### config.mk
export PLATFORM = sky130hd
export DESIGN_NAME = pes_out_reg
export DESIGN_NICKNAME = d
export VERILOG_FILES = /design/src/hw/rtl/pes_pkg.sv /design/src/hw/rtl/pes_out_reg.sv
export SDC_FILE = /design/constraint.sdc
export NUM_CORES = 1
export LEC_CHECK = 0
export BUFFER_PORTS_ARGS = -buffer_cell sky130_fd_sc_hd__buf_4
export CORE_AREA = 5 5 67 69
export CTS_CLUSTER_SIZE = 25
export DETAILED_ROUTE_END_ITERATION = 6
export DIE_AREA = 0 0 72 74
export PLACE_DENSITY_LB_ADDON = 0.25
export SYNTH_ARGS = -nofsm -noshare
export SYNTH_HDL_FRONTEND = slang
export SYNTH_SLANG_ARGS = --single-unit
### constraint.sdc
create_clock -name clk_i -period 2.4 [get_ports clk_i]
set_clock_uncertainty 0.2 [all_clocks]
set_input_delay 0.24 -clock clk_i [delete_from_list [all_inputs] [get_ports clk_i]]
set_output_delay 0.24 -clock clk_i [all_outputs]
set_load 0.02 [all_outputs]
### src/hw/rtl/pes_pkg.sv
// shared types and constants of the periodic event scheduler
package pes_pkg;

  localparam int unsigned ID_W    = 16;
  localparam int unsigned PER_W   = 16;
  localparam int unsigned TIME_W  = 32;
  localparam int unsigned ENTRY_W = TIME_W + ID_W + PER_W;

  localparam logic MODE_REGISTER = 1'b0;

  typedef enum logic [1:0] {
    STATUS_OK    = 2'd0,
    STATUS_EMPTY = 2'd1,
    STATUS_FULL  = 2'd2
  } status_e;

  typedef struct packed {
    status_e             status;
    logic [ID_W-1:0]     fired_id;
    logic [TIME_W-1:0]   fire_time;
  } result_t;

  typedef logic [ENTRY_W-1:0] entry_t;

endpackage

### src/hw/rtl/pes_out_reg.sv
// output register between the sequencer and the result stream
module pes_out_reg (
  input  logic             clk_i,
  input  logic             rst_ni,
  input  logic             in_valid_i,
  output logic             in_ready_o,
  input  pes_pkg::result_t in_data_i,
  output logic             out_valid_o,
  input  logic             out_ready_i,
  output pes_pkg::result_t out_data_o
);

  logic             valid_q, valid_d;
  pes_pkg::result_t data_q;

  assign in_ready_o = !valid_q || out_ready_i;
  assign valid_d    = (in_valid_i && in_ready_o) || (valid_q && !out_ready_i);

  always_ff @(posedge clk_i or negedge rst_ni) begin
    if (!rst_ni) begin
      valid_q <= 1'b0;
    end else begin
      valid_q <= valid_d;
    end
  end

  always_ff @(posedge clk_i) begin
    if (in_valid_i && in_ready_o) begin
      data_q <= in_data_i;
    end
  end

  assign out_valid_o = valid_q;
  assign out_data_o  = data_q;

endmodule

==> run summary <==
Status: completed
Global Route Usage Sum: 0.1543
Post-Route Utilization: 0.7797
Placed cells: 209
Routed WL: 3.998 mm
Hold WC Path Type: in2reg
Worst Setup Start Kind: primary input
Seq/Total Area, Yosys: 0.9815
Final cell count without fillers: 269
Vias: 1,109
Clk_lat worst skew: 0.29 ns
Pwr Density: 593.5 nW/µm²
Final nets: 272
Reg2Reg Depth: 2
Synth Net Count: 108
Setup crit start: in_valid_i
Clock share of power: 0.246
Switching Share: 0.2137
Initial DRC Count: 30
Antenna violations before repair: 0
RePlAce Congestion: 0.6790
Worst Path Max Fanout: 50
Post-CTS resize count: 0
Layout cells sized above 1: 0.5114
Antenna diodes: 0
Num ports: 106
Mapped Cells: 54
Mapped Area: 1555 µm²
H-tree depth: 2
Root Buffer: clkbuf_8
Drt drc: 0
Reg2Reg Setup Slack: 0.77 ns
Setup bufs post-CTS: 0
Largest net degree at the start of global routing: 51
Hold-fix buffers at CTS: 52
Clk slew on worst S/H paths: 0.08 ns
Vias in the first global route: 1,264
RSZ-0062 raised after global routing: false
Iteration count of the initial detailed-routing pass: 3
Max Buffers Root-to-Sink: 2
RR Endpoint: out_data_o[4]
Fmax: 585.2 MHz
Count of cell types in the netlist: 5
Critical Path AT: 1.43 ns
Worst R2R Start: out_valid_o
Setup crit end kind: register
CTS tree: yes
CTS Sinks: 51
Req. time, crit path: 2.13 ns
Final min period: 1.709 ns
Initial core utilization: 0.4033
Die H: 74 µm
Ys Warns: 0
Final setup vio count: 0
Final period utilization: 0.7120
Core ar.: 3856 µm²
Hold Fails Final Rpt: 0
Setup TNS: 0 ns
Switching Power: 0.0003813 W
Worst-Margin Slew: 0.6141 ns
GR Overflow Total: 0
# Max-Cap Violations: 0
Slew Viols, Final: 0
Routed WL per cell: 14.86 µm
Core Rows: 23
Syn Area/Cell: 28.80 µm²
Input/output buffers: 105
Register bit total from synthesis: 51
First-pass GRT wire length: 5.913 mm
Crit Path Category: in2reg
Leakage: 1.264 nW
Sequential fraction of design power: 0.588
Rel. slew slack: 0.5906
Die width: 72 µm
TritonCTS Buffers: 5
Routed Antenna Nets: 0
Vias/cell: 4.123
Full die area: 5328 µm²
Synth-to-Final Area Change: 93.32%
Combinational share of power: 0.166
Setup crit end: out_data_o[4]
Int Power: 0.001403 W
Peak supply drop: 0.4907 mV
==> per-layer routing <==
layer	vias to the layer above	part of all wire	global-route usage
met1	507	0.30	0.1316
li1	540	-	-
met4	0	0.0085	0.04384
met5	-	0	0
met3	4	0.098	0.06622
met2	58	0.59	0.3173
==> final cells by class <==
class                   instances  area (µm²)
clock buffers                   6       72.57
clock inverters                 2       7.507
fillers                       241       849.6
multi-input cells               3       28.78
flip-flops and latches         51        1526
well taps                      50       62.56
repair buffers                157        1309
==> synth_stat cells, drive strengths merged <==
library cell	n	area, µm²
and2	1	8.760
edfxtp	50	1501
nand2b	2	20.02
dfrtp	1	25.02
==> cells in the final DEF (no fill, tap or decap) <==
| cell type | count |
|---|---|
| buf_4 | 105 |
| dfrtp_1 | 1 |
| clkinv_1 | 2 |
| edfxtp_1 | 50 |
| and2_4 | 1 |
| nand2b_1 | 1 |
| dlygate4sd3_1 | 52 |
| clkbuf_8 | 5 |
| clkbuf_1 | 1 |
| nand2b_4 | 1 |
==> state kept, by name, indices dropped and copies added, names as in the netlist <==
name	flops
out_data_o	50
out_valid_o	1
==> kinds of logic after synthesis <==
group,count (synthesis),share of synthesized area
DFF,51,0.9815
and+or+nand+nor,3,0.01851
==> power groups by stage <==
| stage | registers [W] | logic (W) | clock network, W |
|---|---|---|---|
| after floorplan | 0.00113 | 0.0000214 | 0 |
| after global placement | 0.00107 | 0.000222 | 0 |
| after detailed placement | 0.00107 | 0.000228 | 0 |
| after CTS | 0.00105 | 0.000296 | 0.000455 |
| after global routing | 0.00105 | 0.000312 | 0.000491 |
| final | 0.00105 | 0.000296 | 0.000439 |
==> worst min path at each step <==
stage	from	end	slack, ns	cells past startpoint
floorplan	rst_ni	out_valid_o	-0.26	0
global placement	rst_ni	out_valid_o	-0.18	1
detailed placement	rst_ni	out_valid_o	-0.18	1
CTS	out_ready_i	out_valid_o	0.02	3
global route	out_ready_i	out_valid_o	0.02	3
finish	out_ready_i	out_valid_o	0.02	3
==> metrics by stage <==
| stage | area (µm²) | worst slack [ns] | hold slack, ns | total power, W |
|---|---|---|---|---|
| 6_report | 3007 | 0.6911 | 0.02485 | 0.001784 |
| 3_5_place_dp | 2406 | 0.7726 | -0.1819 | 0.001298 |
| 2_1_floorplan | 1555 | 0.7560 | -0.2556 | 0.001153 |
| 4_1_cts | 3007 | 0.7128 | 0.01764 | 0.001802 |
| 5_1_grt | 3007 | 0.6380 | 0.01868 | 0.001857 |
| 3_3_place_gp | 2406 | 0.8103 | -0.1846 | 0.001290 |
==> worst max-delay path, cell delays in order <==
cell and delay, ns:
dlygate4sd3_1 0.53, buf_4 0.11, and2_4 0.54
(Power assumes the default switching activity.)
